## src/rtl/terminal_line_editor_defines.svh

```systemverilog
// Assertion macros shared by the terminal line editor RTL.
`ifndef TERMINAL_LINE_EDITOR_DEFINES_SVH
`define TERMINAL_LINE_EDITOR_DEFINES_SVH

// Same-cycle implication, checked on every rising edge of clk outside reset.
`define TLE_ASSERT_IMP(label, ante, cons, msg) \
  label: assert property (@(posedge clk) disable iff (!rst_n) (ante) |-> (cons)) \
    else $error(msg);

// Next-cycle implication, checked on every rising edge of clk outside reset.
`define TLE_ASSERT_NXT(label, ante, cons, msg) \
  label: assert property (@(posedge clk) disable iff (!rst_n) (ante) |=> (cons)) \
    else $error(msg);

`endif

```

## src/rtl/tle_pkg.sv

```systemverilog
// Package with the types, codes and constants of the terminal line editor.
`timescale 1ns / 1ps

package tle_pkg;

  // Default line store depth.
  localparam int LINE_SIZE_DEF = 16;

  // Configuration port.
  localparam int CFG_AW = 3;
  localparam logic CFG_REG_MAX_LENGTH = 1'b0;
  localparam logic CFG_REG_SYNC_CODE  = 1'b1;
  localparam logic [4:0] MAX_LENGTH_RESET = 5'd16;
  localparam logic [7:0] SYNC_CODE_RESET  = 8'd174;

  // Character codes.
  localparam logic [7:0] CH_ETX   = 8'd3;
  localparam logic [7:0] CH_ACK   = 8'd6;
  localparam logic [7:0] CH_BEL   = 8'd7;
  localparam logic [7:0] CH_BS    = 8'd8;
  localparam logic [7:0] CH_LF    = 8'd10;
  localparam logic [7:0] CH_VT    = 8'd11;
  localparam logic [7:0] CH_CR    = 8'd13;
  localparam logic [7:0] CH_CAN   = 8'd24;
  localparam logic [7:0] CH_SPACE = 8'd32;
  localparam logic [7:0] CH_TILDE = 8'd126;
  localparam logic [7:0] CH_DEL   = 8'd127;

  typedef enum logic [1:0] {
    DEST_ECHO = 2'd0,
    DEST_HOST = 2'd1,
    DEST_END  = 2'd2
  } dest_t;

  typedef enum logic [2:0] {
    CLS_SYNC,
    CLS_CR,
    CLS_ERASE1,
    CLS_ERASEALL,
    CLS_ACK,
    CLS_STORE,
    CLS_BELL
  } cls_t;

  typedef enum logic [2:0] {
    SEL_BEL,
    SEL_BS,
    SEL_SP,
    SEL_CR,
    SEL_LF,
    SEL_CHAR,
    SEL_RAM,
    SEL_END
  } sel_t;

  typedef enum logic [3:0] {
    S_IDLE,
    S_DECIDE,
    S_ER_SP,
    S_ER_BS2,
    S_ER_BS1,
    S_CR_LF,
    S_CR_RD,
    S_CR_BYTE,
    S_CR_END
  } state_t;

  // Controller to datapath.
  typedef struct packed {
    logic  load_char;
    logic  out_load;
    dest_t out_dest;
    sel_t  out_sel;
    logic  out_len_en;
    logic  out_sync;
    logic  out_last;
    logic  fill_inc;
    logic  fill_dec;
    logic  fill_clr;
    logic  idx_clr;
    logic  idx_inc;
    logic  rd_en;
  } cmd_t;

  // Datapath to controller.
  typedef struct packed {
    cls_t cls;
    logic fill_zero;
    logic fill_gt1;
    logic idx_last;
    logic slot_free;
  } sts_t;

endpackage

```

## src/rtl/tle_ram.sv

```systemverilog
// Generic single-write, single-read RAM with registered read data.
`timescale 1ns / 1ps

module tle_ram #(
  parameter int WIDTH = 8,
  parameter int DEPTH = 16
) (
  input  logic                     clk,
  input  logic                     we,
  input  logic [$clog2(DEPTH)-1:0] waddr,
  input  logic [WIDTH-1:0]         wdata,
  input  logic                     re,
  input  logic [$clog2(DEPTH)-1:0] raddr,
  output logic [WIDTH-1:0]         rdata
);

  logic [WIDTH-1:0] mem_r [DEPTH];
  logic [WIDTH-1:0] rdata_r;

  always_ff @(posedge clk) begin
    if (we) begin
      mem_r[waddr] <= wdata;
    end
    if (re) begin
      rdata_r <= mem_r[raddr];
    end
  end

  assign rdata = rdata_r;

endmodule

```

## src/rtl/tle_cfg.sv

```systemverilog
// Configuration registers of the terminal line editor behind an APB-style port.
`timescale 1ns / 1ps

module tle_cfg (
  input  logic                        clk,
  input  logic                        rst_n,
  input  logic                        cfg_psel,
  input  logic                        cfg_penable,
  input  logic                        cfg_pwrite,
  input  logic [tle_pkg::CFG_AW-1:0]  cfg_paddr,
  input  logic [31:0]                 cfg_pwdata,
  output logic [31:0]                 cfg_prdata,
  output logic                        cfg_pready,
  output logic [4:0]                  max_length,
  output logic [7:0]                  sync_code
);

  logic [4:0] max_length_r;
  logic [7:0] sync_code_r;
  logic       wr_en;

  assign cfg_pready = 1'b1;
  assign wr_en      = cfg_psel & cfg_penable & cfg_pwrite & cfg_pready;

  always_ff @(posedge clk) begin
    if (!rst_n) begin
      max_length_r <= tle_pkg::MAX_LENGTH_RESET;
      sync_code_r  <= tle_pkg::SYNC_CODE_RESET;
    end else if (wr_en) begin
      if (cfg_paddr[2] == tle_pkg::CFG_REG_MAX_LENGTH) begin
        max_length_r <= cfg_pwdata[4:0];
      end else begin
        sync_code_r <= cfg_pwdata[7:0];
      end
    end
  end

  always_comb begin
    if (cfg_paddr[2] == tle_pkg::CFG_REG_MAX_LENGTH) begin
      cfg_prdata = {27'd0, max_length_r};
    end else begin
      cfg_prdata = {24'd0, sync_code_r};
    end
  end

  assign max_length = max_length_r;
  assign sync_code  = sync_code_r;

endmodule

```

## src/rtl/tle_ctrl.sv

```systemverilog
// Controller state machine of the terminal line editor.
`timescale 1ns / 1ps
`include "terminal_line_editor_defines.svh"

module tle_ctrl (
  input  logic          clk,
  input  logic          rst_n,
  input  logic          in_tvalid,
  output logic          in_tready,
  input  tle_pkg::sts_t sts,
  output tle_pkg::cmd_t cmd
);

  tle_pkg::state_t state_r, state_nxt;
  logic            erase_all_r, erase_all_nxt;

  always_ff @(posedge clk) begin
    if (!rst_n) begin
      state_r     <= tle_pkg::S_IDLE;
      erase_all_r <= 1'b0;
    end else begin
      state_r     <= state_nxt;
      erase_all_r <= erase_all_nxt;
    end
  end

  always_comb begin
    state_nxt      = state_r;
    erase_all_nxt  = erase_all_r;
    in_tready      = 1'b0;
    cmd.load_char  = 1'b0;
    cmd.out_load   = 1'b0;
    cmd.out_dest   = tle_pkg::DEST_ECHO;
    cmd.out_sel    = tle_pkg::SEL_BEL;
    cmd.out_len_en = 1'b0;
    cmd.out_sync   = 1'b0;
    cmd.out_last   = 1'b0;
    cmd.fill_inc   = 1'b0;
    cmd.fill_dec   = 1'b0;
    cmd.fill_clr   = 1'b0;
    cmd.idx_clr    = 1'b0;
    cmd.idx_inc    = 1'b0;
    cmd.rd_en      = 1'b0;

    case (state_r)
      tle_pkg::S_IDLE: begin
        in_tready     = 1'b1;
        cmd.load_char = in_tvalid;
        if (in_tvalid) begin
          state_nxt = tle_pkg::S_DECIDE;
        end
      end

      tle_pkg::S_DECIDE: begin
        if (sts.cls == tle_pkg::CLS_ACK) begin
          state_nxt = tle_pkg::S_IDLE;
        end else if ((sts.cls == tle_pkg::CLS_ERASE1 ||
                      sts.cls == tle_pkg::CLS_ERASEALL) && sts.fill_zero) begin
          state_nxt = tle_pkg::S_IDLE;
        end else if (sts.slot_free) begin
          cmd.out_load = 1'b1;
          case (sts.cls)
            tle_pkg::CLS_SYNC: begin
              cmd.out_dest = tle_pkg::DEST_END;
              cmd.out_sel  = tle_pkg::SEL_END;
              cmd.out_sync = 1'b1;
              cmd.out_last = 1'b1;
              cmd.fill_clr = 1'b1;
              state_nxt    = tle_pkg::S_IDLE;
            end
            tle_pkg::CLS_CR: begin
              cmd.out_sel = tle_pkg::SEL_CR;
              state_nxt   = tle_pkg::S_CR_LF;
            end
            tle_pkg::CLS_ERASE1, tle_pkg::CLS_ERASEALL: begin
              cmd.out_sel   = tle_pkg::SEL_BS;
              erase_all_nxt = (sts.cls == tle_pkg::CLS_ERASEALL);
              state_nxt     = tle_pkg::S_ER_SP;
            end
            tle_pkg::CLS_STORE: begin
              cmd.out_sel  = tle_pkg::SEL_CHAR;
              cmd.out_last = 1'b1;
              cmd.fill_inc = 1'b1;
              state_nxt    = tle_pkg::S_IDLE;
            end
            default: begin
              cmd.out_sel  = tle_pkg::SEL_BEL;
              cmd.out_last = 1'b1;
              state_nxt    = tle_pkg::S_IDLE;
            end
          endcase
        end
      end

      tle_pkg::S_ER_SP: begin
        if (sts.slot_free) begin
          cmd.out_load = 1'b1;
          cmd.out_sel  = tle_pkg::SEL_SP;
          state_nxt    = tle_pkg::S_ER_BS2;
        end
      end

      tle_pkg::S_ER_BS2: begin
        if (sts.slot_free) begin
          cmd.out_load = 1'b1;
          cmd.out_sel  = tle_pkg::SEL_BS;
          cmd.fill_dec = 1'b1;
          if (erase_all_r && sts.fill_gt1) begin
            state_nxt = tle_pkg::S_ER_BS1;
          end else begin
            cmd.out_last = 1'b1;
            state_nxt    = tle_pkg::S_IDLE;
          end
        end
      end

      tle_pkg::S_ER_BS1: begin
        if (sts.slot_free) begin
          cmd.out_load = 1'b1;
          cmd.out_sel  = tle_pkg::SEL_BS;
          state_nxt    = tle_pkg::S_ER_SP;
        end
      end

      tle_pkg::S_CR_LF: begin
        if (sts.slot_free) begin
          cmd.out_load = 1'b1;
          cmd.out_sel  = tle_pkg::SEL_LF;
          cmd.idx_clr  = 1'b1;
          state_nxt    = sts.fill_zero ? tle_pkg::S_CR_END : tle_pkg::S_CR_RD;
        end
      end

      tle_pkg::S_CR_RD: begin
        cmd.rd_en = 1'b1;
        state_nxt = tle_pkg::S_CR_BYTE;
      end

      tle_pkg::S_CR_BYTE: begin
        if (sts.slot_free) begin
          cmd.out_load = 1'b1;
          cmd.out_dest = tle_pkg::DEST_HOST;
          cmd.out_sel  = tle_pkg::SEL_RAM;
          cmd.idx_inc  = 1'b1;
          state_nxt    = sts.idx_last ? tle_pkg::S_CR_END : tle_pkg::S_CR_RD;
        end
      end

      tle_pkg::S_CR_END: begin
        if (sts.slot_free) begin
          cmd.out_load   = 1'b1;
          cmd.out_dest   = tle_pkg::DEST_END;
          cmd.out_sel    = tle_pkg::SEL_END;
          cmd.out_len_en = 1'b1;
          cmd.out_last   = 1'b1;
          cmd.fill_clr   = 1'b1;
          state_nxt      = tle_pkg::S_IDLE;
        end
      end

      default: begin
        state_nxt = tle_pkg::S_IDLE;
      end
    endcase
  end

  `TLE_ASSERT_IMP(a_load_into_free_slot, cmd.out_load, sts.slot_free,
                  "beat loaded over a pending beat")
  `TLE_ASSERT_NXT(a_last_returns_idle, cmd.out_load && cmd.out_last,
                  state_r == tle_pkg::S_IDLE, "no return to idle after the final beat")

endmodule

```

## src/rtl/tle_dp.sv

```systemverilog
// Datapath of the terminal line editor: character register, line store, counters, output stage.
`timescale 1ns / 1ps
`include "terminal_line_editor_defines.svh"

module tle_dp #(
  parameter int LINE_SIZE = tle_pkg::LINE_SIZE_DEF
) (
  input  logic          clk,
  input  logic          rst_n,
  input  logic [7:0]    in_tdata,
  input  logic [4:0]    max_length,
  input  logic [7:0]    sync_code,
  input  tle_pkg::cmd_t cmd,
  output tle_pkg::sts_t sts,
  output logic          out_tvalid,
  input  logic          out_tready,
  output logic [15:0]   out_tdata,
  output logic [2:0]    out_tuser,
  output logic          out_tlast
);

  localparam int AW = $clog2(LINE_SIZE);
  localparam int FW = $clog2(LINE_SIZE + 1);

  logic [7:0]      char_r;
  logic [FW-1:0]   fill_r, fill_nxt;
  logic [FW-1:0]   idx_r, idx_nxt;
  logic [4:0]      size_w, room_w;
  logic            has_room;
  logic [7:0]      ram_rdata;
  tle_pkg::cls_t   cls_w;

  logic            out_valid_r, out_valid_nxt;
  tle_pkg::dest_t  out_dest_r;
  logic [7:0]      out_data_r, out_data_nxt;
  logic [3:0]      out_len_r;
  logic            out_sync_r;
  logic            out_last_r;

  // Usable room: buffer size clamped to the store, one slot kept back.
  assign size_w   = (max_length > 5'(LINE_SIZE)) ? 5'(LINE_SIZE) : max_length;
  assign room_w   = (size_w != 5'd0) ? size_w - 5'd1 : 5'd0;
  assign has_room = 5'(fill_r) < room_w;

  always_comb begin
    if (char_r == sync_code) begin
      cls_w = tle_pkg::CLS_SYNC;
    end else if (char_r == tle_pkg::CH_CR) begin
      cls_w = tle_pkg::CLS_CR;
    end else if (char_r == tle_pkg::CH_BS || char_r == tle_pkg::CH_DEL) begin
      cls_w = tle_pkg::CLS_ERASE1;
    end else if (char_r == tle_pkg::CH_CAN || char_r == tle_pkg::CH_ETX ||
                 char_r == tle_pkg::CH_VT) begin
      cls_w = tle_pkg::CLS_ERASEALL;
    end else if (char_r == tle_pkg::CH_ACK) begin
      cls_w = tle_pkg::CLS_ACK;
    end else if (char_r >= tle_pkg::CH_SPACE && char_r <= tle_pkg::CH_TILDE && has_room) begin
      cls_w = tle_pkg::CLS_STORE;
    end else begin
      cls_w = tle_pkg::CLS_BELL;
    end
  end

  assign sts.cls       = cls_w;
  assign sts.fill_zero = (fill_r == '0);
  assign sts.fill_gt1  = (fill_r > FW'(1));
  assign sts.idx_last  = (FW'(idx_r + FW'(1)) == fill_r);
  assign sts.slot_free = !out_valid_r || out_tready;

  tle_ram #(
    .WIDTH(8),
    .DEPTH(LINE_SIZE)
  ) u_line_store (
    .clk   (clk),
    .we    (cmd.fill_inc),
    .waddr (fill_r[AW-1:0]),
    .wdata (char_r),
    .re    (cmd.rd_en),
    .raddr (idx_r[AW-1:0]),
    .rdata (ram_rdata)
  );

  always_comb begin
    fill_nxt = fill_r;
    if (cmd.fill_clr) begin
      fill_nxt = '0;
    end else if (cmd.fill_inc) begin
      fill_nxt = fill_r + FW'(1);
    end else if (cmd.fill_dec) begin
      fill_nxt = fill_r - FW'(1);
    end
    idx_nxt = idx_r;
    if (cmd.idx_clr) begin
      idx_nxt = '0;
    end else if (cmd.idx_inc) begin
      idx_nxt = idx_r + FW'(1);
    end
  end

  always_comb begin
    case (cmd.out_sel)
      tle_pkg::SEL_BEL:  out_data_nxt = tle_pkg::CH_BEL;
      tle_pkg::SEL_BS:   out_data_nxt = tle_pkg::CH_BS;
      tle_pkg::SEL_SP:   out_data_nxt = tle_pkg::CH_SPACE;
      tle_pkg::SEL_CR:   out_data_nxt = tle_pkg::CH_CR;
      tle_pkg::SEL_LF:   out_data_nxt = tle_pkg::CH_LF;
      tle_pkg::SEL_CHAR: out_data_nxt = char_r;
      tle_pkg::SEL_RAM:  out_data_nxt = ram_rdata;
      default:           out_data_nxt = 8'd0;
    endcase
  end

  always_comb begin
    if (cmd.out_load) begin
      out_valid_nxt = 1'b1;
    end else if (out_tready) begin
      out_valid_nxt = 1'b0;
    end else begin
      out_valid_nxt = out_valid_r;
    end
  end

  always_ff @(posedge clk) begin
    if (!rst_n) begin
      fill_r      <= '0;
      idx_r       <= '0;
      out_valid_r <= 1'b0;
    end else begin
      fill_r      <= fill_nxt;
      idx_r       <= idx_nxt;
      out_valid_r <= out_valid_nxt;
    end
  end

  always_ff @(posedge clk) begin
    if (cmd.load_char) begin
      char_r <= in_tdata;
    end
    if (cmd.out_load) begin
      out_dest_r <= cmd.out_dest;
      out_data_r <= out_data_nxt;
      out_len_r  <= cmd.out_len_en ? 4'(fill_r) : 4'd0;
      out_sync_r <= cmd.out_sync;
      out_last_r <= cmd.out_last;
    end
  end

  assign out_tvalid = out_valid_r;
  assign out_tdata  = {4'd0, out_len_r, out_data_r};
  assign out_tuser  = {out_sync_r, out_dest_r};
  assign out_tlast  = out_last_r;

  `TLE_ASSERT_IMP(a_fill_within_store, 1'b1, fill_r <= FW'(LINE_SIZE - 1),
                  "fill count beyond the line store")
  `TLE_ASSERT_IMP(a_read_written_only, cmd.rd_en, idx_r < fill_r,
                  "line store read above the fill count")

endmodule

```

## src/rtl/terminal_line_editor.sv

```systemverilog
// Top level of the terminal line editor with echo.
`timescale 1ns / 1ps

// Terminal line editor: takes one received character per input beat and
// answers with a run of result beats, the final one marked by out_tlast.
// Printable characters are stored and echoed while there is room (up to
// max_length minus one, clamped to LINE_SIZE minus one), otherwise a bell is
// echoed; backspace and delete erase one character, cancel, ETX and VT the
// whole line, each erased character echoing backspace, space, backspace.
// Carriage return echoes CR and LF, sends the stored line to the host and
// closes with a line end beat carrying the length; the sync code clears the
// line and gives a line end beat flagged as sync. ACK, and an erase on an
// empty line, produce no beats. One character is handled at a time: the
// controller accepts a character in S_IDLE and decodes it in S_DECIDE,
// which already loads the first result beat once the output register is
// free; each further beat is loaded in a later state. A carriage return
// reads each line byte in S_CR_RD, as the line store read is registered,
// and loads it into the output register in S_CR_BYTE. The output register
// holds a finished beat while the next character is accepted, and stalls
// on out_tready only delay the run. The line store has no reset; the fill
// count alone says which entries are valid. Configuration registers
// (max_length at byte address 0, sync_code at address 4) are to be written
// by the user only while the block is idle; the block does not enforce it.
module terminal_line_editor #(
  parameter int LINE_SIZE = tle_pkg::LINE_SIZE_DEF
) (
  input  logic                        clk,
  input  logic                        rst_n,
  // Input channel.
  input  logic                        in_tvalid,
  output logic                        in_tready,
  input  logic [7:0]                  in_tdata,   // [7:0] rx_char
  // Result channel.
  output logic                        out_tvalid,
  input  logic                        out_tready,
  output logic [15:0]                 out_tdata,  // [7:0] data_byte, [11:8] line_length
  output logic [2:0]                  out_tuser,  // [1:0] dest, [2] sync_seen
  output logic                        out_tlast,
  // Configuration port.
  input  logic                        cfg_psel,
  input  logic                        cfg_penable,
  input  logic                        cfg_pwrite,
  input  logic [tle_pkg::CFG_AW-1:0]  cfg_paddr,
  input  logic [31:0]                 cfg_pwdata,
  output logic [31:0]                 cfg_prdata,
  output logic                        cfg_pready
);

  logic [4:0]    max_length;
  logic [7:0]    sync_code;
  tle_pkg::cmd_t cmd;
  tle_pkg::sts_t sts;

  // Register block: buffer size and sync character.
  tle_cfg u_cfg (
    .clk         (clk),
    .rst_n       (rst_n),
    .cfg_psel    (cfg_psel),
    .cfg_penable (cfg_penable),
    .cfg_pwrite  (cfg_pwrite),
    .cfg_paddr   (cfg_paddr),
    .cfg_pwdata  (cfg_pwdata),
    .cfg_prdata  (cfg_prdata),
    .cfg_pready  (cfg_pready),
    .max_length  (max_length),
    .sync_code   (sync_code)
  );

  // Controller: sequences the beats of each character.
  tle_ctrl u_ctrl (
    .clk       (clk),
    .rst_n     (rst_n),
    .in_tvalid (in_tvalid),
    .in_tready (in_tready),
    .sts       (sts),
    .cmd       (cmd)
  );

  // Datapath: classifies the character, keeps the line and drives the result beats.
  tle_dp #(
    .LINE_SIZE(LINE_SIZE)
  ) u_dp (
    .clk        (clk),
    .rst_n      (rst_n),
    .in_tdata   (in_tdata),
    .max_length (max_length),
    .sync_code  (sync_code),
    .cmd        (cmd),
    .sts        (sts),
    .out_tvalid (out_tvalid),
    .out_tready (out_tready),
    .out_tdata  (out_tdata),
    .out_tuser  (out_tuser),
    .out_tlast  (out_tlast)
  );

endmodule

```

## config.mk

```make
export PLATFORM = sky130hd
export DESIGN_NAME = terminal_line_editor
export DESIGN_NICKNAME = d
export VERILOG_FILES = /design/src/rtl/tle_pkg.sv /design/src/rtl/tle_ram.sv /design/src/rtl/tle_cfg.sv /design/src/rtl/tle_ctrl.sv /design/src/rtl/tle_dp.sv /design/src/rtl/terminal_line_editor.sv
export VERILOG_INCLUDE_DIRS = /design/src /design/src/rtl
export SDC_FILE = /design/constraint.sdc
export NUM_CORES = 1
export LEC_CHECK = 0
export BUFFER_PORTS_ARGS = -buffer_cell sky130_fd_sc_hd__buf_2
export CAP_MARGIN = 10
export CORE_ASPECT_RATIO = 0.7
export CORE_UTILIZATION = 33
export DETAILED_ROUTE_END_ITERATION = 8
export REMOVE_ABC_BUFFERS = 1
export SLEW_MARGIN = 20
export SYNTH_ARGS = -nofsm -noshare
export SYNTH_HDL_FRONTEND = slang
export SYNTH_HIERARCHICAL = 1
export SYNTH_SLANG_ARGS = --single-unit
```

## constraint.sdc

```tcl
create_clock -name clk -period 5.2 [get_ports clk]
set_input_delay 0.26 -clock clk [delete_from_list [all_inputs] [get_ports clk]]
set_output_delay 0.26 -clock clk [all_outputs]
set_load 0.02 [all_outputs]
```

==> results.toml, run 1 <==
[drt]
detail_route.iter0.violations = 560
viasPerCell = 4.85
ant_nets = 0
drt_first_pass_iters = 5
num_vias = 5117
drt-total-wl_um = 18600
drc = 0
post_drt_wl_per_cell_um = 17.6

[logic_synthesis]
synth_area_leaders = "edfxtp_1 55%, dfxtp_1 6.6%, mux4_2 4.6%"
yosysTopAreaCellShare = 0.547
synth_xor_xnor_area_share = 0.0229
ys_seq_area_frac = 0.613
syn_avg_cell_area_um2 = 14.4
synthCells = 609
ys_ff_latch = 189
yosys.area_share.simple = 0.116
yosysUniqueCellTypes = 68
synth_area_leader_cell = "edfxtp_1"
yosys.area_share.adder = 0.0157
synth.most_common_cell = "edfxtp_1"
synth_commonest_cells = "160 x edfxtp_1, 39 x nor2_1, 36 x nand2_1, 32 x buf_4, 29 x dfxtp_1"
netlist_area_um2 = 8780
synth_ff_type = "edfxtp_1"
synth_compound_area_frac = 0.0623
yosys_warnings = 6
muxShareOfSynthArea = 0.117
async_reset_ff_frac = 0
synth_edf_count = 160
synth_top_family_by_area = "multiplexers"

[clock_network]
cts.repair.resized = 0
root_buffer = "clkbuf_16"
cts_buffers = 17
cts_setup_buffers = 0
cts_sinks = 189
h-tree-depth = 4
insertion_delay_ns = 0.44
clock_path_buffers = 2
clk_pin_slew_worst_paths_ns = 0.07
tritoncts = "built"

[finish]
regArea_um2 = 5390
drive_gt1_frac = 0.219
final_nets = 746
diodes = 0
multi_input_area_um2 = 3060
stdcell_area_um2 = 10100
area_growth_pct = 14.6
fill_cells = 2421

[worst_setup_path]
arrival_ns = 4.82
crit_chain = "nand2b_1 -> ha_1 -> or4b_1 -> or2b_1 -> ha_1 -> nand2_1 -> a311oi_1 -> or4_1 -> a21oi_1 -> nor2b_1 -> and3_1 -> or3b_2 -> nor3_1 -> buf_4"
worst_path_max_delay_cell = "or4_1"
cpMostUsedCell = "ha_1"
worstPathRequired_ns = 5.34
crit_path_max_fanout = 10
crit_path_max_incr_delay_ns = 0.56
criticalPathCategory = "reg -> reg"
start_kind = "flip-flop"
end_kind = "flip-flop"

[grt]
grt_use_total = 0.143
grt_first_pass_wirelength_um = 29300
grt_max_degree = 37
grt_pass1_vias = 4947
grt_overflow = 0
antenna_found_initial = 0

[floorplanning]
initial_core_util = 0.339
rows = 49
die_h_um = 138
ios = 105
die-width_um = 197
core_area_um2 = 25900
fp.dieArea_um2 = 27300

[timing]
setup_violations = 0
whs_ns = 0.0883
finClkSkew_ns = 0.0178
period_share = 0.900
slew_headroom = 0.400
final_max_slew_viol_count = 0
hold_violations = 0
fmax_ghz = 0.214
rsz0062_at_grt = "no"
setup_tns_ns = 0
tightest_slew_ns = 0.900
final.min_clock_period_ns = 4.68

[power_and_ir_drop]
powerDensity_nw_per_um2 = 310
leakage_nw = 3.38
max-vdd-ir-drop_mv = 0.231

[placed_design]
dp_hpwl_um = 12400
place.gp.congestion = 0.809
dpl_cell_area_um2 = 9400
portBuffers = 49

[status]
outcome = "finished, final reports clean"

[min_path]
hold_class = "in -> reg"

[flow_run]
maxCapViolCount = 0
## sequential cells by signal, summed over array words and instances, names as in the netlist, 2 cells and up
name and flops:
u_dp/out_dest_r 2, u_dp/out_data_r 8, u_dp/char_r 8, u_dp/out_len_r 4, u_dp/u_line_store/mem_r 128, u_ctrl/state_r 4, u_dp/idx_r 5, u_dp/fill_r 5
u_cfg/sync_code 8, u_dp/u_line_store/rdata 8, u_cfg/max_length 5
## logic make-up after synthesis
logic type,after synthesis
other cells,3
buf+inv,67
simple gates,185
xor+xnor,23
fa+ha+maj,11
flops,189
mux,57
compound gates,74
## cell type report
type	count	share of cell area
Clock buffer	20	0.0434
Clock inverter	12	0.0136
Tap cell	357	0.0444
Multi-Input combinational cell	379	0.304
Timing Repair Buffer	89	0.0562
Inverter	9	0.00336
Sequential cell	189	0.535
## where the power goes
| part | total (mW) | internal, mW | switching (mW) |
|---|---|---|---|
| clock network | 1.29 | 0.713 | 0.572 |
| logic | 0.156 | 0.0520 | 0.104 |
| registers | 1.67 | 1.66 | 0.0168 |
| total | 3.12 | 2.42 | 0.694 |
## per-stage QoR
step | instances | util | total power [mW] | setup WS [ns]
3_5_place_dp | 1015 | 0.362 | 1.86 | 0.609
3_3_place_gp | 1015 | 0.362 | 1.86 | 0.612
4_1_cts | 1055 | 0.388 | 3.14 | 0.582
6_report | 1055 | 0.388 | 3.12 | 0.520
5_1_grt | 1055 | 0.388 | 3.21 | 0.0971
2_1_floorplan | 577 | - | 1.80 | 0.662
## per-layer routing
| metal | vias to the layer above | part of all wire | global-route usage |
|---|---|---|---|
| met1 | 2523 | 0.52 | 0.227 |
| li1 | 2415 | - | - |
| met4 | 0 | 0.011 | 0.0392 |
| met2 | 163 | 0.41 | 0.193 |
| met5 | - | 0 | 0 |
| met3 | 16 | 0.056 | 0.0329 |
## placed cells by master (no fill, tap or decap), drive strengths merged, types with 4 or more instances in the layout
cell type	instances
nor3	12
nor2b	23
mux2	6
xnor2	16
nand2	36
clkinv	4
dfxtp	29
xor2	7
dlygate4sd3	8
conb	29
ha	11
a211oi	7
a31oi	4
nor2	39
inv	12
clkbuf	20
o21ai	7
mux2i	19
nand3b	6
a21oi	11
mux4	32
and2	14
buf	81
a22oi	19
nand4	8
nand2b	17
edfxtp	160
nand3	6
## critical path: cells and delay by family (launching register included)
family | cells | cell delay, ns
buffers and inverters | 1 | 0.21
AND/OR/NAND/NOR | 9 | 2.67
adder cells (fa/ha/maj) | 2 | 0.44
flip-flops | 1 | 0.48
AO/OA/AOI/OAI | 2 | 0.59
## timing repair
action                     in CTS  in global routing
hold endpoints to repair        8                  0
setup endpoints to repair       0                  0
hold buffers                    8                  0
## path summary, 6_finish.rpt
kind                  startpoint                             to  slack [ns]  depth (start not counted)
max          u_cfg/max_length[4]  u_dp/u_line_store/mem_r[0][1]        0.52                         14
min                cfg_pwdata[2]            u_cfg/max_length[2]        0.09                          3
max reg2reg  u_cfg/max_length[4]  u_dp/u_line_store/mem_r[0][1]        0.52                         14
min reg2reg   u_cfg/sync_code[0]             u_cfg/sync_code[0]        0.49                          2
Power figures use the tool's default switching activity.
==> run 2, diff against run 1 <==
- ABC_AREA: unset -> 1
- CORE_MARGIN: unset -> 1
==> results.toml, run 2 <==
[finish]
area_growth_pct = 12.0
final_nets = 1163
final_cell_mix = "291 x nand2_1, 164 x inv_1, 160 x edfxtp_1"
utilization = 0.377
regMostFlops = "u_dp/u_line_store/mem_r"
largest_register_ffs = 128
final_common_cell = "nand2_1"
stdcell_area_um2 = 10500
instances_no_fill = 1486
fill_cells = 2790
diodes = 0
drive_gt1_frac = 0.109

[clock_network]
cts_buffers = 17
root_buffer = "clkbuf_16"
clock_path_buffers = 2
insertion_delay_ns = 0.44
cts.repair.resized = 0
tritoncts = "built"
cts_sinks = 189
h-tree-depth = 4
clk_pin_slew_worst_paths_ns = 0.07

[timing]
final.min_clock_period_ns = 4.23
final_max_slew_viol_count = 0
layout_setup_ws_ns = 0.972
setup_tns_ns = 0
finClkSkew_ns = 0.0169
period_share = 0.813
rsz0062_at_grt = "no"
setup_violations = 0
whs_ns = 0.0303
hold_violations = 0
fmax_ghz = 0.236
slew_headroom = 0.409
tightest_slew_ns = 0.886

[logic_synthesis]
synth_ff_type = "edfxtp_1"
synth_commonest_cells = "291 x nand2_1, 164 x inv_1, 160 x edfxtp_1, 141 x nand3_1, 81 x nor2_1"
synth_area_leaders = "edfxtp_1 51%, nand2_1 12%, nand3_1 7.5%"
async_reset_ff_frac = 0
ys_seq_area_frac = 0.575
synthCells = 1048
synth.most_common_cell = "nand2_1"
synth_area_leader_cell = "edfxtp_1"
yosys_warnings = 6
netlist_area_um2 = 9360
synth_edf_count = 160
yosysUniqueCellTypes = 35
yosysTopAreaCellShare = 0.513
syn_avg_cell_area_um2 = 8.94
ys_ff_latch = 189

[floorplanning]
core_area_um2 = 27800
die_h_um = 143
initial_core_util = 0.337
rows = 51
fp.dieArea_um2 = 29100
ios = 105
die-width_um = 203

[placed_design]
dpl_cell_area_um2 = 9840
dp_hpwl_um = 15400
place.gp.congestion = 0.883
portBuffers = 49
placedCellCount = 1446
post-place-ws_ns = 1.08

[grt]
grt_pass1_vias = 6115
grt_first_pass_wirelength_um = 34500
antenna_found_initial = 0
grt_max_degree = 48
grt_overflow = 0
grt_use_total = 0.158

[worst_setup_path]
arrival_ns = 4.48
criticalPathCategory = "reg -> reg"
end_kind = "flip-flop"
path_buf_inv = 4
worstPathRequired_ns = 5.45
crit_path_max_incr_delay_ns = 0.36
start_kind = "flip-flop"
crit_path_max_fanout = 9
worst_path_max_delay_cell = "dfxtp_1"
crit_family = "simple AND/OR/NAND/NOR gates"

[min_path]
hold_class = "in -> reg"

[drt]
drt_first_pass_iters = 5
post_drt_wl_per_cell_um = 14.9
viasPerCell = 4.64
drt-total-wl_um = 22100
ant_nets = 0
detail_route.iter0.violations = 676
drc = 0
num_vias = 6891

[power_and_ir_drop]
totalPowerFinal_mw = 3.18
powerDensity_nw_per_um2 = 303
max-vdd-ir-drop_mv = 0.249
leakage_nw = 4.59

[flow_run]
maxCapViolCount = 0

[status]
outcome = "finished, final reports clean"
==> run 2: changes by cell type in the layout (fill, tap and decap cells not counted), moves of 19 or more <==
cell,change
nand2_1,+255
nor2_1,+42
buf_4,-19
nor2b_1,-23
mux2i_1,-19
inv_1,+155
nand3_1,+135
==> run 2: what timing repair did <==
item / in CTS / in global routing
setup buffers: 0 / 0
hold endpoints to repair: 8 / 0
hold buffers: 8 / 0
==> run 2: final cells by class <==
type	count	area [um2]	share of cell area
clock buffers	18	429	0.0409
repair buffers	70	423	0.0403
well taps	371	464	0.0443
inverters	174	653	0.0623
multi-input cells	650	2990	0.286
clock inverters	14	135	0.0129
flip-flops and latches	189	5390	0.514
==> run 2: cells by family after synthesis <==
family                   share of synthesized area
flip-flops                                   0.575
AND/OR/NAND/NOR                              0.248
other                                      0.00120
buffers and inverters                        0.116
adder cells (fa/ha/maj)                     0.0147
XOR/XNOR                                    0.0140
AO/OA/AOI/OAI                               0.0317
==> run 2: worst reg2reg max path: cells and delay by family (launching register included) <==
kind | cells | cell delay [ns]
DFF | 1 | 0.36
buffers and inverters | 4 | 0.31
and+or+nand+nor | 19 | 2.30
AOI/OAI and AO/OA | 3 | 0.58
adders and majority gates | 2 | 0.47
==> run 2: final timing paths <==
path,endpoint,cells after the start,start,slack (ns)
worst max register to register,u_dp/out_data_r[0],28,u_cfg/max_length[2],0.97
worst max-delay path,u_dp/out_data_r[0],28,u_cfg/max_length[2],0.97
worst min register to register,u_dp/out_tvalid,2,u_dp/out_tvalid,0.48
worst min-delay path,u_cfg/sync_code[5],3,cfg_pwdata[5],0.03
==> run 2: report_power, final <==
part	switching (mW)	total [mW]	leakage, nW	internal, mW
clock network	0.589	1.26	0.270	0.670
registers	0.0294	1.70	1.68	1.67
logic	0.155	0.219	2.63	0.0634
==> run 2: per-layer routing <==
layer  global-route usage  vias to the layer above  wire length [um]  part of all wire
met1                0.256                     3215             11300              0.51
met2                0.207                      259              8540              0.39
met3               0.0361                       13              2110             0.095
met5                    0                        -                 0                 0
met4               0.0336                        0               166            0.0075
li1                     -                     3404                 -                 -
